==> src/rtl/sfq_pkg.sv <==
// Shared types and codes for the searchable queue.
`default_nettype none

package sfq_pkg;

    localparam int OP_W    = 2;
    localparam int ST_W    = 2;
    localparam int FIELD_W = 5;
    localparam int IN_W    = 32;

    localparam logic [OP_W-1:0] OP_APPEND = 2'd0;
    localparam logic [OP_W-1:0] OP_REMOVE = 2'd1;
    localparam logic [OP_W-1:0] OP_SEARCH = 2'd2;

    localparam logic [ST_W-1:0] ST_OK        = 2'd0;
    localparam logic [ST_W-1:0] ST_EMPTY     = 2'd1;
    localparam logic [ST_W-1:0] ST_FULL      = 2'd2;
    localparam logic [ST_W-1:0] ST_NOT_FOUND = 2'd3;

    typedef struct packed {
        logic load_in;    // latch the incoming word, start scan at head
        logic exec_op;    // apply append/remove, set plain result
        logic scan_rd;    // read the entry under the scan pointer
        logic scan_next;  // step the scan pointer
        logic set_found;  // record a hit at the current scan position
        logic set_miss;   // record key not found
        logic put_out;    // load the output register
    } t_dp_cmd;

    typedef struct packed {
        logic [OP_W-1:0] op;
        logic            occ_zero;
        logic            match;
        logic            scan_last;
        logic            out_free;
    } t_dp_sts;

endpackage

`default_nettype wire

==> src/rtl/searchable_fifo_queue.sv <==
// Top level: bounded FIFO queue with search by value.
// Append and remove, unused codes and a search of an empty queue pass through accept,
// execute and the load of the output register; a search of a non-empty queue is accepted,
// then compares entries from the head, up to the occupancy, until a hit or the last entry,
// and then loads the output register, as the scan reads one entry from the single-port
// entry memory and compares it in the next cycle. A new word is taken once the previous
// result has moved into the output register, which holds it until taken; while it is
// held, the next result waits and so does the word after it.
`default_nettype none

module searchable_fifo_queue
    import sfq_pkg::*;
#(
    parameter int QUEUE_DEPTH = 16,
    parameter int VALUE_WIDTH = 32
) (
    input  wire logic                   i_clk,
    input  wire logic                   i_rst_n,
    input  wire logic                   i_valid,
    output      logic                   o_ready,
    input  wire logic [OP_W-1:0]        i_operation,
    input  wire logic signed [IN_W-1:0] i_item_value,
    output      logic                   o_valid,
    input  wire logic                   i_ready,
    output      logic [ST_W-1:0]        o_status,
    output      logic [FIELD_W-1:0]     o_position,
    output      logic [FIELD_W-1:0]     o_entry_count
);

    t_dp_cmd cmd;
    t_dp_sts sts;

    sfq_ctrl u_ctrl (
        .i_clk   (i_clk),
        .i_rst_n (i_rst_n),
        .i_valid (i_valid),
        .o_ready (o_ready),
        .i_sts   (sts),
        .o_cmd   (cmd)
    );

    sfq_dpath #(
        .QUEUE_DEPTH (QUEUE_DEPTH),
        .VALUE_WIDTH (VALUE_WIDTH)
    ) u_dpath (
        .i_clk         (i_clk),
        .i_rst_n       (i_rst_n),
        .i_cmd         (cmd),
        .o_sts         (sts),
        .i_operation   (i_operation),
        .i_item_value  (i_item_value),
        .i_ready       (i_ready),
        .o_valid       (o_valid),
        .o_status      (o_status),
        .o_position    (o_position),
        .o_entry_count (o_entry_count)
    );

endmodule

`default_nettype wire

==> src/rtl/sfq_dpath.sv <==
// Datapath: entry memory, pointers, scan logic and output register.
`default_nettype none

module sfq_dpath
    import sfq_pkg::*;
#(
    parameter int QUEUE_DEPTH = 16,
    parameter int VALUE_WIDTH = 32
) (
    input  wire logic               i_clk,
    input  wire logic               i_rst_n,
    input  wire t_dp_cmd            i_cmd,
    output      t_dp_sts            o_sts,
    input  wire logic [OP_W-1:0]    i_operation,
    input  wire logic signed [IN_W-1:0] i_item_value,
    input  wire logic               i_ready,
    output      logic               o_valid,
    output      logic [ST_W-1:0]    o_status,
    output      logic [FIELD_W-1:0] o_position,
    output      logic [FIELD_W-1:0] o_entry_count
);

    localparam int IDX_W = $clog2(QUEUE_DEPTH);
    localparam int CNT_W = $clog2(QUEUE_DEPTH + 1);
    localparam int EXT_W = CNT_W + FIELD_W;
    localparam int KEY_W = VALUE_WIDTH + IN_W;

    logic [VALUE_WIDTH-1:0] r_mem [QUEUE_DEPTH];

    logic [OP_W-1:0]        r_op;
    logic [VALUE_WIDTH-1:0] r_key;
    logic [IDX_W-1:0]       r_head;
    logic [IDX_W-1:0]       r_tail;
    logic [CNT_W-1:0]       r_occ;
    logic [IDX_W-1:0]       r_scan_idx;
    logic [CNT_W-1:0]       r_scan_cnt;
    logic [VALUE_WIDTH-1:0] r_rd_data;
    logic [ST_W-1:0]        r_status;
    logic [FIELD_W-1:0]     r_position;
    logic                   r_o_valid;
    logic [ST_W-1:0]        r_o_status;
    logic [FIELD_W-1:0]     r_o_position;
    logic [FIELD_W-1:0]     r_o_count;

    logic [KEY_W-1:0]       key_ext;
    logic [EXT_W-1:0]       pos_ext;
    logic [EXT_W-1:0]       occ_ext;
    logic [CNT_W:0]         cnt_inc;
    logic                   occ_full;
    logic                   mem_wr;

    // value zero-extended or cut to the stored width
    assign key_ext  = {{VALUE_WIDTH{1'b0}}, i_item_value};
    assign pos_ext  = {{FIELD_W{1'b0}}, r_scan_cnt} + 1'b1;
    assign occ_ext  = {{FIELD_W{1'b0}}, r_occ};
    assign cnt_inc  = {1'b0, r_scan_cnt} + 1'b1;
    assign occ_full = (r_occ == CNT_W'(QUEUE_DEPTH));
    assign mem_wr   = i_cmd.exec_op && (r_op == OP_APPEND) && !occ_full;

    assign o_sts.op        = r_op;
    assign o_sts.occ_zero  = (r_occ == '0);
    assign o_sts.match     = (r_rd_data == r_key);
    assign o_sts.scan_last = (cnt_inc == {1'b0, r_occ});
    assign o_sts.out_free  = !r_o_valid || i_ready;

    always_ff @(posedge i_clk) begin
        if (mem_wr) begin
            r_mem[r_tail] <= r_key;
        end
        if (i_cmd.scan_rd) begin
            r_rd_data <= r_mem[r_scan_idx];
        end
    end

    always_ff @(posedge i_clk) begin
        if (!i_rst_n) begin
            r_head    <= '0;
            r_tail    <= '0;
            r_occ     <= '0;
            r_o_valid <= 1'b0;
        end else begin
            if (i_cmd.exec_op) begin
                case (r_op)
                    OP_APPEND: begin
                        if (!occ_full) begin
                            r_tail <= (r_tail == IDX_W'(QUEUE_DEPTH - 1)) ? '0
                                                                          : r_tail + 1'b1;
                            r_occ  <= r_occ + 1'b1;
                        end
                    end
                    OP_REMOVE: begin
                        if (r_occ != '0) begin
                            r_head <= (r_head == IDX_W'(QUEUE_DEPTH - 1)) ? '0
                                                                          : r_head + 1'b1;
                            r_occ  <= r_occ - 1'b1;
                        end
                    end
                    default: begin
                    end
                endcase
            end
            if (i_cmd.put_out) begin
                r_o_valid <= 1'b1;
            end else if (i_ready) begin
                r_o_valid <= 1'b0;
            end
        end
    end

    always_ff @(posedge i_clk) begin
        if (i_cmd.load_in) begin
            r_op       <= i_operation;
            r_key      <= key_ext[VALUE_WIDTH-1:0];
            r_scan_idx <= r_head;
            r_scan_cnt <= '0;
        end
        if (i_cmd.scan_next) begin
            r_scan_idx <= (r_scan_idx == IDX_W'(QUEUE_DEPTH - 1)) ? '0 : r_scan_idx + 1'b1;
            r_scan_cnt <= r_scan_cnt + 1'b1;
        end
        if (i_cmd.exec_op) begin
            r_position <= '0;
            case (r_op)
                OP_APPEND: r_status <= occ_full ? ST_FULL : ST_OK;
                OP_REMOVE: r_status <= (r_occ == '0) ? ST_EMPTY : ST_OK;
                OP_SEARCH: r_status <= ST_NOT_FOUND;
                default:   r_status <= ST_OK;
            endcase
        end
        if (i_cmd.set_found) begin
            r_status   <= ST_OK;
            r_position <= pos_ext[FIELD_W-1:0];
        end
        if (i_cmd.set_miss) begin
            r_status   <= ST_NOT_FOUND;
            r_position <= '0;
        end
        if (i_cmd.put_out) begin
            r_o_status   <= r_status;
            r_o_position <= r_position;
            r_o_count    <= occ_ext[FIELD_W-1:0];
        end
    end

    assign o_valid       = r_o_valid;
    assign o_status      = r_o_status;
    assign o_position    = r_o_position;
    assign o_entry_count = r_o_count;

endmodule

`default_nettype wire

==> src/rtl/sfq_ctrl.sv <==
// Controller: sequences one word through execute, scan and output.
`default_nettype none

module sfq_ctrl
    import sfq_pkg::*;
(
    input  wire logic    i_clk,
    input  wire logic    i_rst_n,
    input  wire logic    i_valid,
    output      logic    o_ready,
    input  wire t_dp_sts i_sts,
    output      t_dp_cmd o_cmd
);

    localparam logic [2:0] S_IDLE = 3'd0;
    localparam logic [2:0] S_EXEC = 3'd1;
    localparam logic [2:0] S_READ = 3'd2;
    localparam logic [2:0] S_CMP  = 3'd3;
    localparam logic [2:0] S_PUT  = 3'd4;

    logic [2:0] r_state;
    logic [2:0] n_state;

    always_ff @(posedge i_clk) begin
        if (!i_rst_n) begin
            r_state <= S_IDLE;
        end else begin
            r_state <= n_state;
        end
    end

    always_comb begin
        n_state = r_state;
        o_cmd   = '0;
        o_ready = 1'b0;
        case (r_state)
            S_IDLE: begin
                // no word is taken while reset is held
                o_ready = i_rst_n;
                if (i_valid && i_rst_n) begin
                    o_cmd.load_in = 1'b1;
                    n_state       = S_EXEC;
                end
            end
            S_EXEC: begin
                if (i_sts.op == OP_SEARCH && !i_sts.occ_zero) begin
                    n_state = S_READ;
                end else begin
                    o_cmd.exec_op = 1'b1;
                    n_state       = S_PUT;
                end
            end
            S_READ: begin
                o_cmd.scan_rd = 1'b1;
                n_state       = S_CMP;
            end
            S_CMP: begin
                if (i_sts.match) begin
                    o_cmd.set_found = 1'b1;
                    n_state         = S_PUT;
                end else if (i_sts.scan_last) begin
                    o_cmd.set_miss = 1'b1;
                    n_state        = S_PUT;
                end else begin
                    o_cmd.scan_next = 1'b1;
                    n_state         = S_READ;
                end
            end
            S_PUT: begin
                if (i_sts.out_free) begin
                    o_cmd.put_out = 1'b1;
                    n_state       = S_IDLE;
                end
            end
            default: begin
                n_state = S_IDLE;
            end
        endcase
    end

endmodule

`default_nettype wire

==> config.mk <==
export PLATFORM = sky130hd
export DESIGN_NAME = searchable_fifo_queue
export DESIGN_NICKNAME = d
export VERILOG_FILES = /design/src/rtl/sfq_pkg.sv /design/src/rtl/searchable_fifo_queue.sv /design/src/rtl/sfq_dpath.sv /design/src/rtl/sfq_ctrl.sv
export SDC_FILE = /design/constraint.sdc
export NUM_CORES = 1
export LEC_CHECK = 0
export BUFFER_PORTS_ARGS = -buffer_cell sky130_fd_sc_hd__buf_2
export CORE_UTILIZATION = 50
export CTS_BUF_LIST = sky130_fd_sc_hd__clkbuf_16
export CTS_CLUSTER_DIAMETER = 60
export CTS_CLUSTER_SIZE = 16
export DETAILED_ROUTE_END_ITERATION = 8
export GPL_TIMING_DRIVEN = 0
export PLACE_DENSITY = 0.66
export SETUP_SLACK_MARGIN = 0.02
export SLEW_MARGIN = 10
export SYNTH_ARGS = -nofsm -noshare
export SYNTH_HDL_FRONTEND = slang
export SYNTH_SLANG_ARGS = --single-unit
export TNS_END_PERCENT = 5
==> constraint.sdc <==
create_clock -name i_clk -period 6.1 [get_ports i_clk]
set_input_delay 0 -clock i_clk [delete_from_list [all_inputs] [get_ports i_clk]]
set_output_delay 0 -clock i_clk [all_outputs]
set_load 0.02 [all_outputs]
==> results of run 1 <==
## synthesized netlist by cell type, types with 8 or more instances
library cell	instances	area [sq um]
sky130_fd_sc_hd__buf_2	11	55.1
sky130_fd_sc_hd__edfxtp_1	599	18000
sky130_fd_sc_hd__mux4_2	160	3600
sky130_fd_sc_hd__inv_1	10	37.5
sky130_fd_sc_hd__a21oi_1	11	55.1
sky130_fd_sc_hd__nand2_1	24	90.1
sky130_fd_sc_hd__nand4_1	8	50.1
sky130_fd_sc_hd__xnor2_1	40	350
sky130_fd_sc_hd__nor2b_1	8	50.1
sky130_fd_sc_hd__dfxtp_1	24	480
sky130_fd_sc_hd__nor2_1	32	120
sky130_fd_sc_hd__ha_1	10	125
sky130_fd_sc_hd__clkbuf_1	23	86.3
## final cells by class
cell class | count | share of cell area
Sequential cell | 623 | 0.673
Multi-Input combinational cell | 378 | 0.190
Inverter | 10 | 0.00137
Tap cell | 607 | 0.0277
Buffer | 42 | 0.00684
Timing Repair Buffer | 127 | 0.0495
Clock buffer | 49 | 0.0447
Clock inverter | 22 | 0.00720
## state kept, by name, summed over array words and instances (netlist names)
register / count
u_dpath.r_scan_cnt: 5
u_dpath.r_mem: 512
u_dpath.r_status: 2
u_dpath.o_position: 5
u_dpath.r_tail: 4
u_dpath.o_valid: 1
u_dpath.r_scan_idx: 4
u_dpath.r_op: 2
u_dpath.r_head: 4
u_dpath.r_key: 32
u_dpath.o_entry_count: 5
u_dpath.r_rd_data: 32
u_ctrl.r_state: 3
u_dpath.r_occ: 5
u_dpath.o_status: 2
u_dpath.r_position: 5
## placed cells by master (no fill, tap or decap), types with 5 or more instances in the layout
| cell type | count |
|---|---|
| sky130_fd_sc_hd__buf_16 | 16 |
| sky130_fd_sc_hd__buf_1 | 6 |
| sky130_fd_sc_hd__a21oi_1 | 11 |
| sky130_fd_sc_hd__nand2_1 | 24 |
| sky130_fd_sc_hd__buf_4 | 6 |
| sky130_fd_sc_hd__ha_1 | 10 |
| sky130_fd_sc_hd__dfxtp_1 | 24 |
| sky130_fd_sc_hd__and2_1 | 6 |
| sky130_fd_sc_hd__clkbuf_1 | 22 |
| sky130_fd_sc_hd__buf_2 | 62 |
| sky130_fd_sc_hd__nor2_1 | 20 |
| sky130_fd_sc_hd__xnor2_1 | 40 |
| sky130_fd_sc_hd__inv_1 | 19 |
| sky130_fd_sc_hd__nor2b_1 | 8 |
| sky130_fd_sc_hd__buf_6 | 11 |
| sky130_fd_sc_hd__edfxtp_1 | 599 |
| sky130_fd_sc_hd__mux4_2 | 160 |
| sky130_fd_sc_hd__clkbuf_16 | 49 |
| sky130_fd_sc_hd__mux2i_1 | 5 |
| sky130_fd_sc_hd__buf_12 | 6 |
| sky130_fd_sc_hd__dlygate4sd3_1 | 38 |
| sky130_fd_sc_hd__nand3_1 | 6 |
| sky130_fd_sc_hd__o21ai_0 | 6 |
| sky130_fd_sc_hd__xor2_1 | 6 |
| sky130_fd_sc_hd__nand4_1 | 8 |
| sky130_fd_sc_hd__nor2_4 | 12 |
## critical path, delay by kind of cell, from the launching register on
| family | cells | cell delay (ns) |
|---|---|---|
| AO/OA/AOI/OAI | 1 | 0.63 |
| buffers and inverters | 2 | 0.45 |
| flip-flops | 1 | 0.40 |
| AND/OR/NAND/NOR | 3 | 1.64 |
## metal layers
metal,GRT usage,share of wire,vias to the layer above
li1,-,-,4724
met1,0.313,0.42,5843
met2,0.354,0.49,395
met3,0.0345,0.063,88
met4,0.0662,0.027,0
met5,0,0,-
## cell families after synthesis
| logic type | Yosys count |
|---|---|
| compound gates | 41 |
| buf+inv | 52 |
| mux | 169 |
| flops | 623 |
| xor+xnor | 46 |
| fa+ha+maj | 11 |
| simple gates | 111 |
## power groups by stage
stage	sequential [W]	clock [W]	combinational (W)
floorplan	0.00482	0	0.000153
finish	0.00474	0.00299	0.000249
global route	0.00475	0.00318	0.000268
detailed placement	0.00484	0	0.000233
CTS	0.00474	0.00304	0.000253
global placement	0.00484	0	0.000226
## worst paths after layout
kind | startpoint | cells after the start | slack [ns] | endpoint
setup reg to reg | u_ctrl.r_state[0]$_SDFFE_PN0P_ | 6 | 2.66 | u_dpath.r_mem[0][3]$_DFFE_PP_
hold reg to reg | u_dpath.r_position[0]$_SDFFE_PP0P_ | 0 | 0.43 | u_dpath.o_position[0]$_DFFE_PP_
setup / recovery | u_ctrl.r_state[0]$_SDFFE_PN0P_ | 6 | 2.66 | u_dpath.r_mem[0][3]$_DFFE_PP_
hold / removal | i_item_value[6] | 2 | 0.11 | u_dpath.r_key[6]$_DFFE_PP_
## stage by stage
stage / instance area, sq um / hold slack [ns]
2_1_floorplan: 23800 / 0.0989
3_3_place_gp: 24800 / 0.176
3_5_place_dp: 25600 / 0.178
4_1_cts: 27400 / 0.0767
5_1_grt: 27500 / 0.0906
6_report: 27500 / 0.109
## repair_timing
| action | CTS | global route |
|---|---|---|
| hold buffers | 38 | 0 |
| hold endpoints to repair | 42 | 0 |
| buffers inserted | 0 | 0 |
==> metrics list, run 1 <==
* Outcome: finished with violations
- Failing checks: design-rule violations
- Dividing the detail-routed wire length by the instance count gives 27.3 um.
- 52 I/O pins were placed.
- Setup violations remaining at the end of the flow were counted as 0.
- Slew HR: 0.168
- Fill cells in the final layout number 3281.
- Mapped Nets: 1102
- Fmax: 0.291 GHz
* CP startpoint kind: flop
- Of the total power, the share spent switching nets is 0.199.
* Data required time at the worst endpoint: 6.39 ns
* RePlAce Congestion: 0.774
* Number of standard cells after synthesis: 1053
* Worst-Margin Slew: 1.25 ns
- Clock tree synthesis found a total of 623 sinks.
- Row generation in the floorplan step produced 79 rows.
- Distinct cell type count of the synthesized netlist: 51
- The internal portion of the total power is 0.00639 W.
* Primary FF master, synth: sky130_fd_sc_hd__edfxtp_1
- Proportion of layout cells with a drive suffix above 1: 0.279
- Standard cell core area: 0.0468 sq mm
* Area growth from synthesis to layout: 15.4%
- In this run the cell area of the synthesized design comes to 0.0238 sq mm.
- Largest family of logic cells by synthesized area: multiplexers
- Of the total power, the clock network draws 0.375.
- Setup repair after global routing left no endpoint under its margin.
* Via density per instance: 5.95
- The via count of the first global-routing pass is 11309.
* TritonCTS clock tree: done
* Antenna diode instance count: 0
* Initial detailed-routing violation count: 1193
- Sum of internal, switching and leakage power: 0.00799 W
- The Yosys step of the flow raised 0 warnings.
- After synthesis, the share of flip-flops with an asynchronous set or reset is 0.
- Part of the power in registers: 0.594
* Slowest cell on the critical path: sky130_fd_sc_hd__nor3_2
* Number of iterations in the first detailed-routing pass: 9
- Measured on the finished design, the core utilization comes to 0.587.
- The number of max-slew violations in the final report was 0.
* Setup TNS after final layout: 0 ns
- Xor/xnor cell area share of the yosys netlist: 0.0169
- Post-route antenna net violation count: 0
- Via count: 11050
* Global-route wire length before repair: 74.6 mm
* Startpoint-to-endpoint class of the critical path: reg -> reg
- Number of flip-flops and latches in the synthesized netlist: 623
* CP max stage delay: 0.78 ns
- Storage cell area: 0.0185 sq mm
- Insertion delay to the later sink of the worst-skew pair: 0.60 ns
* Power density cells: 291 mW/mm^2
* Final worst path period need: 3.44 ns
- Vertical die dimension: 220 um
- The die covers 0.0485 sq mm.
- The signal on the critical path passes through or3b_4 -> a2111oi_4 -> nand2_1 -> nor3_2 -> buf_6 -> buf_4.
- Of the post-synthesis cell area, the part taken by muxes is 0.156.
- Quantity of gates resized following cts: 0
- Register area share after synthesis: 0.776
* Total global routing track utilization: 0.220
- The tool flagged a number of max-cap violations equal to 0.
* Largest clock skew in the final design: 0.0200 ns
- Of the total synthesized cell area, the portion taken by full adders, half adders and majority gates is 0.00610.
- The worst setup path is captured at a flop.
- The worst-case IR drop observed on VDD is 0.225 mV.
- After global routing the overflow that remains totals 0.
- After detailed routing, the number of remaining DRC violations is 7.
- Period Utilization, post-route: 0.564
- Relative contribution of combinational cells to total power: 0.031
* Horizontal extent of the die: 220 um
- Clock-pin slew was measured on the worst setup and hold paths at 0.07 ns.
- CTS placed an instance of sky130_fd_sc_hd__clkbuf_16 at the clock tree root.
- Area fraction in and, or, nand and nor cells after synthesis: 0.0231
* Switching power of the nets: 0.00159 W
* Total number of H-tree levels: 2
- A synthesized cell averages 22.6 sq um.
- Effective utilization at floorplan: 0.509
- The tightest min-delay check is of the in -> reg type.
- The synthesized design contains 599 enable-type register cells.
- At the end of the flow, the number of nets in the layout was 1278.
- Data on the critical path arrives at its endpoint at 3.73 ns.
- Worst setup slack after layout: 2.66 ns
- Wires add up to 50.8 mm.
- During placement, the flow inserted port buffers numbering 51.
* Pre-CTS setup slack: 2.69 ns
* Number of antenna violations at the first check in global routing: 0
- The analysis attributes to cell leakage a power of 8.66 nW.
- Counting the buffers created by CTS gives 47.
- Compound-gate portion of the synthesized area: 0.0125
- Maximum number of pins on one net before global-route repair: 25
* Post-DP HPWL: 32.6 mm
- The longest clock path from root to sink contains 3 buffers.
- Multi-input gate area in the final layout: 0.00522 sq mm
- Instance count after placement with tap cells included: 1749
- Final cell count without fillers: 1858
* Maximum fanout encountered on the critical timing path: 9
- The number of failing hold endpoints at the final stage was 0.
Note: power is estimated with default switching activity, not from simulation.
==> inputs of run 2 (changes only) <==
--- a/config.mk
+++ b/config.mk
@@ -5,6 +5,7 @@
 export SDC_FILE = /design/constraint.sdc
 export NUM_CORES = 1
 export LEC_CHECK = 0
+export ABC_AREA = 1
 export BUFFER_PORTS_ARGS = -buffer_cell sky130_fd_sc_hd__buf_2
 export CORE_UTILIZATION = 50
 export CTS_BUF_LIST = sky130_fd_sc_hd__clkbuf_16
@@ -12,7 +13,7 @@
 export CTS_CLUSTER_SIZE = 16
 export DETAILED_ROUTE_END_ITERATION = 8
 export GPL_TIMING_DRIVEN = 0
-export PLACE_DENSITY = 0.66
+export PLACE_DENSITY = 0.68
 export SETUP_SLACK_MARGIN = 0.02
 export SLEW_MARGIN = 10
 export SYNTH_ARGS = -nofsm -noshare
==> constraint.sdc (replaced) <==
create_clock -name i_clk -period 3.1 [get_ports i_clk]
set_input_delay 0 -clock i_clk [delete_from_list [all_inputs] [get_ports i_clk]]
set_output_delay 0 -clock i_clk [all_outputs]
set_load 0.02 [all_outputs]
==> run 2 against run 1 <==
  * Count of clock-buffer cells in the layout down 1
  * Clock power up 89%
  * Combinational power rose to 2.9 times the previous value
  * Core utilization down 0.082 points
  * The run now ends clean
  * Sequential share of layout area down 1.9 points
  * Global-route usage up 3.3 points
  * Wire length up 25%
  * First-iteration DRC count up 73%
  * Cell count up 42%
  * Highest routed layer unchanged
  * Register-to-register slack worse by 2.5 ns
==> metrics list, run 2 <==
- 52 I/O pins were placed.
* Most common cell after layout, fill and taps aside: sky130_fd_sc_hd__edfxtp_1
- Fmax: 0.345 GHz
* Min-delay worst type: in -> reg
- Yosys mapped a number of flops with a built-in enable equal to 599.
- Final worst path period need: 2.90 ns
* Insertion delay to the later sink of the worst-skew pair: 0.61 ns
- TritonCTS clock tree: done
- A synthesized cell averages 13.9 sq um.
- By instance count, the leading cell after synthesis is sky130_fd_sc_hd__edfxtp_1.
- Storage cell area: 0.0185 sq mm
- Maximum fanout encountered on the critical timing path: 18
- Highest-count cells in the layout ignoring fill and taps: sky130_fd_sc_hd__edfxtp_1 (599), sky130_fd_sc_hd__nor2_1 (314), sky130_fd_sc_hd__nand2_1 (167)
- Setup violations remaining at the end of the flow were counted as 0.
- The worst pin sits at a relative slew slack of 0.390.
* Leading cell types by count after synthesis: sky130_fd_sc_hd__edfxtp_1 (599), sky130_fd_sc_hd__nor2_1 (330), sky130_fd_sc_hd__nand2_1 (167)
- The H-tree generated during clock tree synthesis spans 2 levels.
- Power density cells: 557 mW/mm^2
- Dividing the detail-routed via count by the number of cells gives 5.92.
- After synthesis, the netlist uses 41 different library cells.
- Vias in the first global route: 15172
- Counting flops with an async set or reset pin after synthesis yields a share of 0.
- The detailed router finished its first iteration with 2058 violations.
* RePlAce Congestion: 0.861
- The worst setup path is captured at a flop.
* Cell Rows: 80
- Summing all placed instances gives a cell area of 0.0263 sq mm.
* Period Utilization, post-route: 0.936
* Max-cap violations: 0
- In the final layout, the share of cells above drive strength 1 is 0.118.
* Top post-synthesis cells by area: sky130_fd_sc_hd__edfxtp_1 (73%), sky130_fd_sc_hd__nor2_1 (5.0%), sky130_fd_sc_hd__o21ai_0 (2.8%), sky130_fd_sc_hd__o32ai_1 (2.7%), sky130_fd_sc_hd__nand2_1 (2.5%)
- Post-route antenna net violation count: 0
* Global-route wire length before repair: 93.2 mm
* Root buf cell: sky130_fd_sc_hd__clkbuf_16
- The initial utilization of the core area, before any placement, comes to 0.512.
- For this design, the sink count on the clock tree is 623.
- Total global routing track utilization: 0.253
- Primary FF master, synth: sky130_fd_sc_hd__edfxtp_1
- Number of input and output port buffers inserted: 51
- In this run the static leakage power is 9.45 nW.
- For this run the aggregate overflow at the end of global routing stands at 0.
* Outcome: complete, no violations
* Register area share after synthesis: 0.750
* IR drop worst, VDD: 0.378 mV
* Worst-Margin Slew: 0.912 ns
- Antenna diode instance count: 0
* Final count of hold timing violations: 0
* Number of remaining DRC errors: 0
* Fillers: 3672
- Number of flip-flops and latches in the synthesized netlist: 623
* Post-DP HPWL: 40.7 mm
* Finished layout cell area: 0.0282 sq mm
- Standard cell core area: 0.0481 sq mm
- Wire per inst: 24.0 um
- Number of buffers added by the clock tree synthesis step: 47
- Worst-case clock buffer depth: 3
- The number of max-slew violations in the final report is 0.
- Multi-input gate area in the final layout: 0.00562 sq mm
- Number of iterations in the first detailed-routing pass: 5
- Horizontal extent of the die: 224 um
* Reg clk slew, reported paths: 0.07 ns
- Entering global routing, the biggest net connects 23 pins.
* Largest clock skew in the final design: 0.0326 ns
- sky130_fd_sc_hd__edfxtp_1 takes more of the synthesized area than any other cell.
- Via count: 15625
- Data required time at the worst endpoint: 3.34 ns
- The register with the most flip-flops in the layout has 512 of them.
- STA classifies the critical path startpoint as a flop.
- Fraction of synthesized cell area taken by the top area cell type: 0.730
- After the last flow step, the layout net total stands at 2008.
- Mapped Nets: 1823
- Floorplan die area: 0.0501 sq mm
- Register with the highest flop count: u_dpath.r_mem
- Final WL: 63.4 mm
- The largest registers in the layout are u_dpath.r_mem x512, u_dpath.r_key x32, u_dpath.r_rd_data x32.
* Post-synthesis cell area: 0.0246 sq mm
* Worst hold slack: 0.100 ns
* Area growth from synthesis to layout: 14.6%
- The Yosys step of the flow raised 0 warnings.
- Number of standard cells after synthesis: 1774
- Number of antenna violations at the first check in global routing: 1
- Setup repair after global routing left no endpoint under its margin.
- Vertical die dimension: 224 um
- Startpoint-to-endpoint class of the critical path: reg -> reg
- Signal arrival time at the worst endpoint: 3.14 ns
-- run 2: cell count changes in the layout (fill, tap and decap cells not counted), moves of 62 or more --
cell / before / now
sky130_fd_sc_hd__o32ai_1: 1 / 77
sky130_fd_sc_hd__nand3_1: 6 / 68
sky130_fd_sc_hd__nor2_1: 20 / 314
sky130_fd_sc_hd__o21ai_0: 6 / 136
sky130_fd_sc_hd__nand2_1: 24 / 167
sky130_fd_sc_hd__mux4_2: 160 / 0
-- run 2: where the power goes --
part	leakage (nW)	internal (W)	switching (W)
clock network	0.716	0.00281	0.00283
registers	5.60	0.00926	0.000102
logic	3.13	0.000256	0.000478
-- run 2: cell type report --
type | count | area share
tap | 656 | 0.0291
clock buffer | 48 | 0.0426
inverter | 61 | 0.00811
buffer | 95 | 0.0168
clock inverter | 26 | 0.00519
timing repair buffer | 136 | 0.0449
multi-input combinational | 995 | 0.199
sequential | 623 | 0.654
-- run 2: through the flow --
step / TNS (ns) / util / setup slack (ns) / std cells / power [W]
global placement: -700.10 / 0.534 / -1.47 / 2481 / 0.0102
detailed placement: -1.90 / 0.545 / -0.212 / 2501 / 0.0102
global route: 0 / 0.586 / 0.0643 / 2640 / 0.0161
floorplan: 0 / - / 0.162 / 1774 / 0.00991
CTS: 0 / 0.582 / 0.0312 / 2613 / 0.0158
finish: 0 / 0.586 / 0.198 / 2640 / 0.0157
-- run 2: what timing repair did --
action | 4_1_cts | 5_1_grt
gates resized for setup | 2 | 2
hold endpoints to repair | 58 | 0
setup endpoints to repair | 9 | 9
hold buffers | 37 | 0
cloned | 0 | 0
setup buffers | 1 | 27
-- run 2: routing by layer --
layer / global-route usage / vias up / share of wire / wire length, um
li1: - / 6955 / - / -
met1: 0.340 / 7740 / 0.40 / 25100
met2: 0.416 / 790 / 0.48 / 30400
met3: 0.0390 / 140 / 0.091 / 5740
met4: 0.0994 / 0 / 0.035 / 2190
met5: 0 / - / 0 / 0
-- run 2: path summary, 6_finish.rpt --
| path | start | endpoint | slack [ns] | cells past startpoint |
|---|---|---|---|---|
| worst min register to register | u_dpath.r_position[1]$_SDFFE_PP0P_ | u_dpath.o_position[1]$_DFFE_PP_ | 0.45 | 0 |
| worst max register to register | u_dpath.r_key[1]$_DFFE_PP_ | u_dpath.r_scan_idx[1]$_DFFE_PP_ | 0.20 | 10 |
| worst min-delay path | i_item_value[9] | u_dpath.r_key[9]$_DFFE_PP_ | 0.1 | 2 |
| worst max-delay path | u_dpath.r_key[1]$_DFFE_PP_ | u_dpath.r_scan_idx[1]$_DFFE_PP_ | 0.20 | 10 |
-- run 2: worst max-delay path: stages (launching register included) --
cell and delay (ns):
sky130_fd_sc_hd__edfxtp_1 0.77, sky130_fd_sc_hd__nand2_1 0.10, sky130_fd_sc_hd__nand2_1 0.09, sky130_fd_sc_hd__nand2_1 0.05, sky130_fd_sc_hd__nor2_1 0.20, sky130_fd_sc_hd__nand2_1 0.20
sky130_fd_sc_hd__nor2_4 0.28, sky130_fd_sc_hd__nand2_1 0.13, sky130_fd_sc_hd__nand3_2 0.14, sky130_fd_sc_hd__buf_4 0.22, sky130_fd_sc_hd__o21ai_1 0.33
-- run 2: kinds of logic after synthesis --
| family | synth area share |
|---|---|
| adder cells (fa/ha/maj) | 0.00589 |
| buffers and inverters | 0.0286 |
| XOR/XNOR | 0.0107 |
| AO/OA/AOI/OAI | 0.0840 |
| AND/OR/NAND/NOR | 0.100 |
| multiplexers | 0.0207 |
| flip-flops | 0.750 |
